<file path="src/rtl/dual_motor_speed_ramp_controller_assert.svh">
// Assertion macros shared by the motor ramp controller modules.
// Needs nothing else; modules include it by bare file name.
`ifndef DUAL_MOTOR_SPEED_RAMP_CONTROLLER_ASSERT_SVH
`define DUAL_MOTOR_SPEED_RAMP_CONTROLLER_ASSERT_SVH

// Same-cycle implication, disabled while reset is low.
`define DMSR_ASSERT_NOW(label, clk, rstn, ante, cons) \
    label: assert property (@(posedge clk) disable iff (!(rstn)) (ante) |-> (cons)) \
        else $error("same-cycle check failed");

// Next-cycle implication, disabled while reset is low.
`define DMSR_ASSERT_NEXT(label, clk, rstn, ante, cons) \
    label: assert property (@(posedge clk) disable iff (!(rstn)) (ante) |=> (cons)) \
        else $error("next-cycle check failed");

`endif

</file>
<file path="src/rtl/dmsr_pkg.sv">
// Shared types and constants for the dual motor speed ramp controller.
// No dependencies.
`timescale 1ns / 1ps

package dmsr_pkg;

    localparam int DMSR_SPEED_LIMIT   = 1023;
    localparam int DMSR_SPEED_RESET   = 700;
    localparam int DMSR_INTERVAL_RST  = 5;
    localparam int DMSR_QUEUE_DEPTH   = 2;

    localparam int SPEED_VAL_W = 16;
    localparam int INTERVAL_W  = 16;
    localparam int DUTY_W      = 10;
    localparam int S_TDATA_W   = 24;
    localparam int S_TUSER_W   = 2;
    localparam int M_TDATA_W   = 24;
    localparam int M_TUSER_W   = 1;

    typedef enum logic [1:0] {
        REQ_TICK  = 2'd0,
        REQ_DIR   = 2'd1,
        REQ_RAMP  = 2'd2,
        REQ_SPEED = 2'd3
    } req_t;

    typedef enum logic [1:0] {
        DIR_STOP = 2'd0,
        DIR_FWD  = 2'd1,
        DIR_BACK = 2'd2
    } dir_t;

    typedef enum logic [1:0] {
        RAMP_KEEP = 2'd0,
        RAMP_UP   = 2'd1,
        RAMP_DOWN = 2'd2
    } ramp_t;

    // Decoded command handed from the front end to the execution side.
    typedef struct packed {
        req_t                   kind;
        logic                   apply_left;
        logic                   apply_right;
        dir_t                   left_dir;
        dir_t                   right_dir;
        ramp_t                  ramp;
        logic                   speed_ok;
        logic [SPEED_VAL_W-1:0] speed;
    } cmd_t;

endpackage

</file>
<file path="src/rtl/dmsr_front.sv">
// Front end: unpacks input words, normalizes codes, range-checks the speed.
// Depends on dmsr_pkg.
`timescale 1ns / 1ps

module dmsr_front #(
    parameter int SPEED_LIMIT = dmsr_pkg::DMSR_SPEED_LIMIT
) (
    input  logic                           s_tvalid,
    output logic                           s_tready,
    input  logic [dmsr_pkg::S_TDATA_W-1:0] s_tdata,
    input  logic [dmsr_pkg::S_TUSER_W-1:0] s_tuser,
    output logic                           push,
    output dmsr_pkg::cmd_t                 push_cmd,
    input  logic                           queue_full
);
    import dmsr_pkg::*;

    function automatic dir_t norm_dir(input logic [1:0] code);
        dir_t d;
        case (code)
            DIR_FWD:  d = DIR_FWD;
            DIR_BACK: d = DIR_BACK;
            default:  d = DIR_STOP;
        endcase
        return d;
    endfunction

    function automatic ramp_t norm_ramp(input logic [1:0] code);
        ramp_t r;
        case (code)
            RAMP_UP:   r = RAMP_UP;
            RAMP_DOWN: r = RAMP_DOWN;
            default:   r = RAMP_KEEP;
        endcase
        return r;
    endfunction

    logic [SPEED_VAL_W-1:0] speed_value;

    assign speed_value = s_tdata[23:8];
    assign s_tready    = !queue_full;
    assign push        = s_tvalid && !queue_full;

    always_comb begin
        push_cmd.kind        = req_t'(s_tuser);
        push_cmd.apply_left  = s_tdata[0];
        push_cmd.apply_right = s_tdata[1];
        push_cmd.left_dir    = norm_dir(s_tdata[3:2]);
        push_cmd.right_dir   = norm_dir(s_tdata[5:4]);
        push_cmd.ramp        = norm_ramp(s_tdata[7:6]);
        push_cmd.speed_ok    = (speed_value < SPEED_VAL_W'(SPEED_LIMIT));
        push_cmd.speed       = speed_value;
    end

endmodule

</file>
<file path="src/rtl/dmsr_queue.sv">
// Short command queue between front end and execution side.
// Depends on dmsr_pkg and the assertion macro header.
`timescale 1ns / 1ps
`include "dual_motor_speed_ramp_controller_assert.svh"

module dmsr_queue (
    input  logic           aclk,
    input  logic           aresetn,
    input  logic           push,
    input  dmsr_pkg::cmd_t push_cmd,
    output logic           full,
    input  logic           pop,
    output logic           head_valid,
    output dmsr_pkg::cmd_t head_cmd
);
    import dmsr_pkg::*;

    localparam int PTR_W = (DMSR_QUEUE_DEPTH > 1) ? $clog2(DMSR_QUEUE_DEPTH) : 1;
    localparam int CNT_W = $clog2(DMSR_QUEUE_DEPTH + 1);
    localparam logic [PTR_W-1:0] LAST_PTR = PTR_W'(DMSR_QUEUE_DEPTH - 1);
    localparam logic [CNT_W-1:0] FULL_CNT = CNT_W'(DMSR_QUEUE_DEPTH);

    cmd_t             slot_reg [DMSR_QUEUE_DEPTH];
    logic [PTR_W-1:0] wr_ptr_reg, wr_ptr_next;
    logic [PTR_W-1:0] rd_ptr_reg, rd_ptr_next;
    logic [CNT_W-1:0] count_reg, count_next;

    assign full       = (count_reg == FULL_CNT);
    assign head_valid = (count_reg != '0);
    assign head_cmd   = slot_reg[rd_ptr_reg];

    always_comb begin
        wr_ptr_next = wr_ptr_reg;
        rd_ptr_next = rd_ptr_reg;
        count_next  = count_reg;
        if (push) begin
            wr_ptr_next = (wr_ptr_reg == LAST_PTR) ? '0 : wr_ptr_reg + 1'b1;
        end
        if (pop) begin
            rd_ptr_next = (rd_ptr_reg == LAST_PTR) ? '0 : rd_ptr_reg + 1'b1;
        end
        case ({push, pop})
            2'b10:   count_next = count_reg + 1'b1;
            2'b01:   count_next = count_reg - 1'b1;
            default: count_next = count_reg;
        endcase
    end

    always_ff @(posedge aclk) begin
        if (!aresetn) begin
            wr_ptr_reg <= '0;
            rd_ptr_reg <= '0;
            count_reg  <= '0;
        end else begin
            wr_ptr_reg <= wr_ptr_next;
            rd_ptr_reg <= rd_ptr_next;
            count_reg  <= count_next;
        end
    end

    always_ff @(posedge aclk) begin
        if (push) begin
            slot_reg[wr_ptr_reg] <= push_cmd;
        end
    end

    `DMSR_ASSERT_NOW(a_count_bound, aclk, aresetn, 1'b1, count_reg <= FULL_CNT)
    `DMSR_ASSERT_NOW(a_no_pop_empty, aclk, aresetn, pop, count_reg != '0)
    `DMSR_ASSERT_NEXT(a_push_grows, aclk, aresetn, push && !pop,
                      count_reg == $past(count_reg) + 1'b1)

endmodule

</file>
<file path="src/rtl/dmsr_back.sv">
// Execution side: per-side direction, ramp mode and speed, tick counter, ramp
// interval register and registered result word. Needs dmsr_pkg, assert macros.
`timescale 1ns / 1ps
`include "dual_motor_speed_ramp_controller_assert.svh"

module dmsr_back #(
    parameter int SPEED_LIMIT = dmsr_pkg::DMSR_SPEED_LIMIT
) (
    input  logic                            aclk,
    input  logic                            aresetn,
    input  logic                            cfg_we,
    input  logic [dmsr_pkg::INTERVAL_W-1:0] cfg_wdata,
    input  logic                            head_valid,
    input  dmsr_pkg::cmd_t                  head_cmd,
    output logic                            pop,
    output logic                            m_tvalid,
    input  logic                            m_tready,
    output logic [dmsr_pkg::M_TDATA_W-1:0]  m_tdata,
    output logic [dmsr_pkg::M_TUSER_W-1:0]  m_tuser
);
    import dmsr_pkg::*;

    localparam int LIM_W = $clog2(SPEED_LIMIT);
    localparam int SPD_W = (LIM_W > DUTY_W) ? LIM_W : DUTY_W;
    localparam logic [SPD_W:0]   LIMIT_EXT = (SPD_W + 1)'(SPEED_LIMIT);
    localparam logic [SPD_W-1:0] SPD_RST   = SPD_W'(DMSR_SPEED_RESET);

    function automatic logic [SPD_W-1:0] ramp_step(input logic [SPD_W-1:0] spd,
                                                   input ramp_t mode);
        logic [SPD_W:0]   inc;
        logic [SPD_W-1:0] res;
        inc = {1'b0, spd} + 1'b1;
        res = spd;
        if (mode == RAMP_DOWN && spd != '0) begin
            res = spd - 1'b1;
        end else if (mode == RAMP_UP && inc < LIMIT_EXT) begin
            res = inc[SPD_W-1:0];
        end
        return res;
    endfunction

    logic [INTERVAL_W-1:0] interval_reg;
    dir_t                  ldir_reg, ldir_next, rdir_reg, rdir_next;
    ramp_t                 lramp_reg, lramp_next, rramp_reg, rramp_next;
    logic [SPD_W-1:0]      lspd_reg, lspd_next, rspd_reg, rspd_next;
    logic [INTERVAL_W-1:0] ticks_reg, ticks_next, ticks_inc;
    logic                  reject_next;
    logic                  m_tvalid_reg, m_tvalid_next;
    logic [M_TDATA_W-1:0]  m_tdata_reg, m_tdata_next;
    logic [M_TUSER_W-1:0]  m_tuser_reg;
    logic [DUTY_W-1:0]     lduty, rduty;

    assign pop      = head_valid && (!m_tvalid_reg || m_tready);
    assign m_tvalid = m_tvalid_reg;
    assign m_tdata  = m_tdata_reg;
    assign m_tuser  = m_tuser_reg;

    // Saturate the tick count at all ones.
    assign ticks_inc = (ticks_reg != '1) ? ticks_reg + 1'b1 : ticks_reg;

    always_comb begin
        ldir_next   = ldir_reg;
        rdir_next   = rdir_reg;
        lramp_next  = lramp_reg;
        rramp_next  = rramp_reg;
        lspd_next   = lspd_reg;
        rspd_next   = rspd_reg;
        ticks_next  = ticks_reg;
        reject_next = 1'b0;
        if (pop) begin
            case (head_cmd.kind)
                REQ_TICK: begin
                    ticks_next = ticks_inc;
                    if (ticks_inc > interval_reg) begin
                        lspd_next  = ramp_step(lspd_reg, lramp_reg);
                        rspd_next  = ramp_step(rspd_reg, rramp_reg);
                        ticks_next = '0;
                    end
                end
                REQ_DIR: begin
                    if (head_cmd.apply_left)  ldir_next = head_cmd.left_dir;
                    if (head_cmd.apply_right) rdir_next = head_cmd.right_dir;
                end
                REQ_RAMP: begin
                    if (head_cmd.apply_left)  lramp_next = head_cmd.ramp;
                    if (head_cmd.apply_right) rramp_next = head_cmd.ramp;
                end
                REQ_SPEED: begin
                    if (head_cmd.speed_ok) begin
                        if (head_cmd.apply_left)  lspd_next = SPD_W'(head_cmd.speed);
                        if (head_cmd.apply_right) rspd_next = SPD_W'(head_cmd.speed);
                    end else begin
                        reject_next = 1'b1;
                    end
                end
                default: ;
            endcase
        end
    end

    always_comb begin
        lduty = (ldir_next == DIR_STOP) ? '0 : lspd_next[DUTY_W-1:0];
        rduty = (rdir_next == DIR_STOP) ? '0 : rspd_next[DUTY_W-1:0];
        m_tdata_next = {rduty, lduty,
                        rdir_next == DIR_BACK, rdir_next == DIR_FWD,
                        ldir_next == DIR_BACK, ldir_next == DIR_FWD};
        if (pop) begin
            m_tvalid_next = 1'b1;
        end else if (m_tready) begin
            m_tvalid_next = 1'b0;
        end else begin
            m_tvalid_next = m_tvalid_reg;
        end
    end

    always_ff @(posedge aclk) begin
        if (!aresetn) begin
            interval_reg <= INTERVAL_W'(DMSR_INTERVAL_RST);
            ldir_reg     <= DIR_STOP;
            rdir_reg     <= DIR_STOP;
            lramp_reg    <= RAMP_KEEP;
            rramp_reg    <= RAMP_KEEP;
            lspd_reg     <= SPD_RST;
            rspd_reg     <= SPD_RST;
            ticks_reg    <= '0;
            m_tvalid_reg <= 1'b0;
        end else begin
            if (cfg_we) begin
                interval_reg <= cfg_wdata;
            end
            ldir_reg     <= ldir_next;
            rdir_reg     <= rdir_next;
            lramp_reg    <= lramp_next;
            rramp_reg    <= rramp_next;
            lspd_reg     <= lspd_next;
            rspd_reg     <= rspd_next;
            ticks_reg    <= ticks_next;
            m_tvalid_reg <= m_tvalid_next;
        end
    end

    // Result payload loads only with a new word.
    always_ff @(posedge aclk) begin
        if (pop) begin
            m_tdata_reg <= m_tdata_next;
            m_tuser_reg <= reject_next;
        end
    end

    `DMSR_ASSERT_NEXT(a_pop_loads, aclk, aresetn, pop, m_tvalid_reg)
    `DMSR_ASSERT_NOW(a_pins_exclusive, aclk, aresetn, m_tvalid_reg,
                     !(m_tdata_reg[0] && m_tdata_reg[1]) && !(m_tdata_reg[2] && m_tdata_reg[3]))
    `DMSR_ASSERT_NOW(a_stop_no_duty, aclk, aresetn,
                     m_tvalid_reg && !m_tdata_reg[0] && !m_tdata_reg[1],
                     m_tdata_reg[13:4] == '0)

endmodule

</file>
<file path="src/rtl/dual_motor_speed_ramp_controller.sv">
// Top level of the dual motor speed ramp controller.
// Depends on dmsr_pkg, dmsr_front, dmsr_queue and dmsr_back.
`timescale 1ns / 1ps
//
// Usage:
// Input words arrive on s_ (tuser = request kind: tick, direction, ramp mode,
// set speed). Each word yields exactly one result word on m_: the four bridge
// pins, left and right duty in tdata, and the speed reject flag in tuser.
// cfg_we/cfg_wdata load the ramp interval in tick requests; write it only with
// no words in flight.
// Path: a word accepted on s_ is written into the queue, popped into the output
// register, presented on m_ and held until taken. Throughput is one word per
// cycle when m_tready does not stall it; the execution side commits a popped
// word and the output register refills on the same edge it is drained.
// A two-entry command queue sits between the front end and the execution
// side; when the receiver stalls, the output word holds, the queue fills and
// s_tready drops after two more words.
// Reset (aresetn low, synchronous) stops both sides, sets ramp mode to keep,
// both speeds to 700, the tick count to 0, the interval to 5, and empties
// the queue and output register.

module dual_motor_speed_ramp_controller #(
    parameter int SPEED_LIMIT = dmsr_pkg::DMSR_SPEED_LIMIT
) (
    input  logic                            aclk,
    input  logic                            aresetn,
    // ramp_interval
    input  logic                            cfg_we,
    input  logic [dmsr_pkg::INTERVAL_W-1:0] cfg_wdata,
    input  logic                            s_tvalid,
    output logic                            s_tready,
    // [0] apply_left, [1] apply_right, [3:2] left_dir_cmd, [5:4] right_dir_cmd,
    // [7:6] ramp_cmd, [23:8] speed_value
    input  logic [dmsr_pkg::S_TDATA_W-1:0]  s_tdata,
    // [1:0] req_type
    input  logic [dmsr_pkg::S_TUSER_W-1:0]  s_tuser,
    output logic                            m_tvalid,
    input  logic                            m_tready,
    // [0] left_front_pin, [1] left_back_pin, [2] right_front_pin,
    // [3] right_back_pin, [13:4] left_duty, [23:14] right_duty
    output logic [dmsr_pkg::M_TDATA_W-1:0]  m_tdata,
    // [0] speed_rejected
    output logic [dmsr_pkg::M_TUSER_W-1:0]  m_tuser
);
    import dmsr_pkg::*;

    logic push, queue_full, pop, head_valid;
    cmd_t push_cmd, head_cmd;

    dmsr_front #(
        .SPEED_LIMIT(SPEED_LIMIT)
    ) u_front (
        .s_tvalid  (s_tvalid),
        .s_tready  (s_tready),
        .s_tdata   (s_tdata),
        .s_tuser   (s_tuser),
        .push      (push),
        .push_cmd  (push_cmd),
        .queue_full(queue_full)
    );

    dmsr_queue u_queue (
        .aclk      (aclk),
        .aresetn   (aresetn),
        .push      (push),
        .push_cmd  (push_cmd),
        .full      (queue_full),
        .pop       (pop),
        .head_valid(head_valid),
        .head_cmd  (head_cmd)
    );

    dmsr_back #(
        .SPEED_LIMIT(SPEED_LIMIT)
    ) u_back (
        .aclk      (aclk),
        .aresetn   (aresetn),
        .cfg_we    (cfg_we),
        .cfg_wdata (cfg_wdata),
        .head_valid(head_valid),
        .head_cmd  (head_cmd),
        .pop       (pop),
        .m_tvalid  (m_tvalid),
        .m_tready  (m_tready),
        .m_tdata   (m_tdata),
        .m_tuser   (m_tuser)
    );

endmodule

</file>
<file path="config.mk">
export PLATFORM = sky130hd
export DESIGN_NAME = dual_motor_speed_ramp_controller
export DESIGN_NICKNAME = d
export VERILOG_FILES = /design/src/rtl/dmsr_pkg.sv /design/src/rtl/dmsr_front.sv /design/src/rtl/dmsr_queue.sv /design/src/rtl/dmsr_back.sv /design/src/rtl/dual_motor_speed_ramp_controller.sv
export VERILOG_INCLUDE_DIRS = /design/src /design/src/rtl
export SDC_FILE = /design/constraint.sdc
export NUM_CORES = 1
export LEC_CHECK = 0
export BUFFER_PORTS_ARGS = -buffer_cell sky130_fd_sc_hd__buf_2
export CAP_MARGIN = 20
export CORE_MARGIN = 5
export CORE_UTILIZATION = 56
export CTS_BUF_LIST = sky130_fd_sc_hd__clkbuf_8
export DETAILED_ROUTE_END_ITERATION = 6
export PLACE_DENSITY_LB_ADDON = 0.1
export SKIP_LAST_GASP = 1
export SYNTH_ARGS = -nofsm -noshare
export SYNTH_HDL_FRONTEND = slang
export SYNTH_SLANG_ARGS = --single-unit
</file>
<file path="constraint.sdc">
create_clock -name aclk -period 3.7 [get_ports aclk]
set_input_delay 0.37 -clock aclk [delete_from_list [all_inputs] [get_ports aclk]]
set_output_delay 0.37 -clock aclk [all_outputs]
set_load 0.005 [all_outputs]
</file>
==> metrics.md <==
| Metric | Value |
|---|---|
| Number of enable flip-flop cells after synthesis | `67` |
| Routability cong. | `roughly 0.96` |
| Layout cells sized above 1 | `a little over a quarter` |
| Avg WL per Cell | `between 15 and 20 µm` |
| Arr. time, crit path | `between 3 and 4 ns` |
| Failing checks | `negative setup slack` |
| Crit Path Max Fanout | `8` |
| Final worst slack | `-0.0985 ns` |
| Final Max Tran Viols | `0` |
| Crit-path most repeated cell | `buf_4` |
| Max-slew headroom | `between 20 and 30%` |
| Fmax | `263 MHz` |
| Final instance area | `9390 µm²` |
| Tcrit/Tclk final | `103%` |
| Slew @ Worst Pin | `between 1 and 1.5 ns` |
| CP Capture Type | `flop` |
| Syn_nets | `897` |
| Drt drc | `0` |
| Slowest CP cell | `dfxtp_2` |
| DP Area | `8460 µm²` |
| Critical Path RT | `a little under 4 ns` |
| Syn Area/Cell | `about 9.4 µm²` |
| FILL cells | `1,063` |
| VDD IR max | `between 0.3 and 0.4 mV` |
| Reg area | `3340 µm²` |
| CTS tree | `yes` |
| H-tree levels | `4` |
| Reg2Reg Setup Slack | `-0.1 ns` |
| Antenna Cells | `0` |
| I/O Buffers | `73` |
| Worst Hold End | `u_queue.slot_reg[0][26]` |
| Hold path depth | `1` |
| RSZ-0062 raised after global routing | `yes` |
| Total power | `between 5 and 6 mW` |
| Routed vias | `6,942` |
| Clock slew at reported path FFs | `0.08 ns` |
| First-pass GRT wire length | `roughly 34,000 µm` |
| CTS root buf | `clkbuf_8` |
| Main flop type after synthesis | `edfxtp_1` |
| Area share of the largest cell type after synthesis | `between 20% and 30%` |
| Hold Crit Class | `in -> reg` |
| HP Start | `s_tuser[1]` |
| Max reg flops | `42` |
| CORE AREA | `13,700 µm²` |
| DR iter-0 viols | `just under 900` |
| Final wirelength | `~22,000 µm` |
| Total CTS buffers | `17` |
| Leak | `around 3.6 nW` |
| Sequential area share after synthesis | `a little over two fifths` |
| Avg Vias per Cell | `between 6 and 7` |
| Synth cell types | `between 70 and 80` |
| Setup-failing EPs final | `10` |
| Yosys reg bits | `roughly 130` |
| Die area | `16,300 µm²` |
| Synthesis Warnings | `0` |
| Critical Path, Cell by Cell | `and4_4 -> nand4_1 -> buf_4 -> nor3_4 -> and3_4 -> mux2i_2 -> ha_1 -> nand4_1 -> buf_4 -> buf_4 -> nor2_1 -> o2bb2ai_2 -> o31a_1 -> buf_6 -> clkbuf_16 -> a41o_1 -> a221oi_2 -> nor2_1` |
| Grt total ovfl | `0` |
| Synth Instances | `just over 800` |
| Global Route Usage Sum | `a little over a quarter` |
| Largest net degree at the start of global routing | `72` |
| Vias in the first global route | `about 6,500` |
| Deepest clock path buffer count | `2` |
| Worst Skew | `around 0.017 ns` |
| Commonest cells after routing, fill and taps aside | `74 x nand2_1, 73 x buf_2, 67 x edfxtp_1` |
| Area of the multi-input gates | `~4400 µm²` |
| Nets | `about 1,000` |
| P&R area growth vs syn | `21.1%` |
| Detail Placement HPWL | `15,300 µm` |
| Reg-to-reg critical path startpoint | `u_back.ticks_reg[6]` |
| Worst Reg-to-Reg Cells | `18` |
| Status | `complete, but fails checks` |
| Maxcap violations | `0` |
| Post-layout minimum cycle time | `~3.8 ns` |
| Commonest non-fill, non-tap cell in the layout | `nand2_1` |
| Vert. Die Dim | `~130 µm` |
| Post-synth top area cell | `edfxtp_1` |
| # rows | `43` |
| Kind of critical path | `reg -> reg` |
| Clock sinks | `between 100 and 150` |
| Initial Util | `between 50% and 60%` |
| Post-synthesis async set-or-reset flop share | `0%` |
| Final Hold Violating Endpoints | `0` |
| Hold Buf Count CTS | `0` |
| RR Endpoint | `u_back.m_tdata[22]` |
| Fin util | `68.5%` |
| CP max stage delay | `around 0.33 ns` |
| Startpoint Class | `flop` |
| Ports | `74` |
| Top cells by area, synth | `edfxtp_1 26%, dfxtp_1 17%, mux2i_1 4.6%` |
| DRT antenna net count | `0` |
| DRT Pass-1 Iters | `5` |
| Die X-Extent | `128 µm` |
| Clk Latency, worst-skew pair | `around 0.46 ns` |
| Mapped Area | `approximately 7800 µm²` |
| Pwr dens | `roughly 560 nW/µm²` |
| Setup WS pre-CTS | `-0.172 ns` |
| Setup TNS | `-0.362 ns` |
| Initial antenna violation count | `0` |
metrics by stage:
step	hold slack, ns	instances
global route	0.0847	1115
floorplan	0.449	824
CTS	0.0853	1092
global placement	0.498	1058
detailed placement	0.505	1059
finish	0.109	1115
cell families (layout without fill, tap and decap cells):
group	after synthesis	after routing	synth area share (%)
AO/OA/AOI/OAI	187	187	16.8
XOR/XNOR	20	20	2.26
adder cells (fa/ha/maj)	26	26	4.19
buffers and inverters	85	196	4.60
flip-flops	133	133	43.0
multiplexers	57	57	7.74
AND/OR/NAND/NOR	316	316	21.4
cell usage after synthesis (all sizes together) (4+ instances only):
| cell | n |
|---|---|
| mux2i | 36 |
| nand2b | 7 |
| clkbuf | 36 |
| a211oi | 9 |
| nand2 | 76 |
| a41o | 5 |
| o31ai | 9 |
| buf | 17 |
| and3 | 6 |
| o21ai | 37 |
| xnor2 | 14 |
| or3 | 12 |
| edfxtp | 67 |
| nand3 | 31 |
| dfxtp | 66 |
| o211ai | 12 |
| o22ai | 5 |
| a21oi | 36 |
| a31oi | 8 |
| a21boi | 12 |
| ha | 26 |
| mux2 | 21 |
| o31a | 5 |
| a22oi | 6 |
| nor2b | 44 |
| o21a | 4 |
| nand4 | 19 |
| and4 | 4 |
| nor2 | 51 |
| nor4 | 13 |
| nor3 | 20 |
| xor2 | 6 |
| o221ai | 4 |
| inv | 30 |
| nand3b | 4 |
| and2 | 16 |
power breakdown:
group          internal (mW)  switching, mW  leakage, nW  total, mW
clock                  0.602          0.612        0.194       1.21
sequential              1.89          0.300         1.18       2.19
combinational          0.749           1.13         2.24       1.88
total                   3.24           2.04         3.62       5.28
worst max path at each step:
stage	start	end	cells past startpoint
final	u_back.ticks_reg[6]	u_back.m_tdata[22]	18
after global routing	u_back.ticks_reg[3]	u_back.m_tdata[22]	18
after CTS	u_back.ticks_reg[6]	u_back.m_tdata[21]	15
after detailed placement	u_back.ticks_reg[6]	u_back.m_tdata[12]	16
after global placement	u_back.ticks_reg[6]	u_back.m_tdata[12]	15
after floorplan	u_back.ticks_reg[3]	u_back.m_tdata[18]	17
cell type report:
| class | instances | share of cell area (%) |
|---|---|---|
| Tap cell | 180 | 2.40 |
| Timing Repair Buffer | 132 | 9.34 |
| Clock inverter | 15 | 1.68 |
| Inverter | 32 | 1.28 |
| Clock buffer | 17 | 2.49 |
| Sequential cell | 133 | 35.5 |
| Multi-Input combinational cell | 606 | 47.3 |
layer usage:
layer | global-route usage (%) | vias up | routed length [µm]
met5 | 0 | - | 0
met4 | 9.74 | 0 | 601
met3 | 4.25 | 54 | 1610
met2 | 41.7 | 348 | 10500
met1 | 35.8 | 3285 | 9170
li1 | - | 3255 | -
critical path: cells and delay by family (launching register included):
family	cells	cell delay [ns]
flip-flops	1	0.33
multiplexers	1	0.24
AO/OA/AOI/OAI	4	0.91
buffers and inverters	5	0.73
AND/OR/NAND/NOR	7	1.05
adder cells (fa/ha/maj)	1	0.29
what timing repair did:
| item | CTS | global route |
|---|---|---|
| gates cloned | 0 | 1 |
| setup endpoints to repair | 41 | 51 |
| buffers inserted | 1 | 20 |
| pin swaps | 2 | 24 |
| resized for setup | 5 | 63 |
Note: power is estimated with default switching activity, not from simulation.
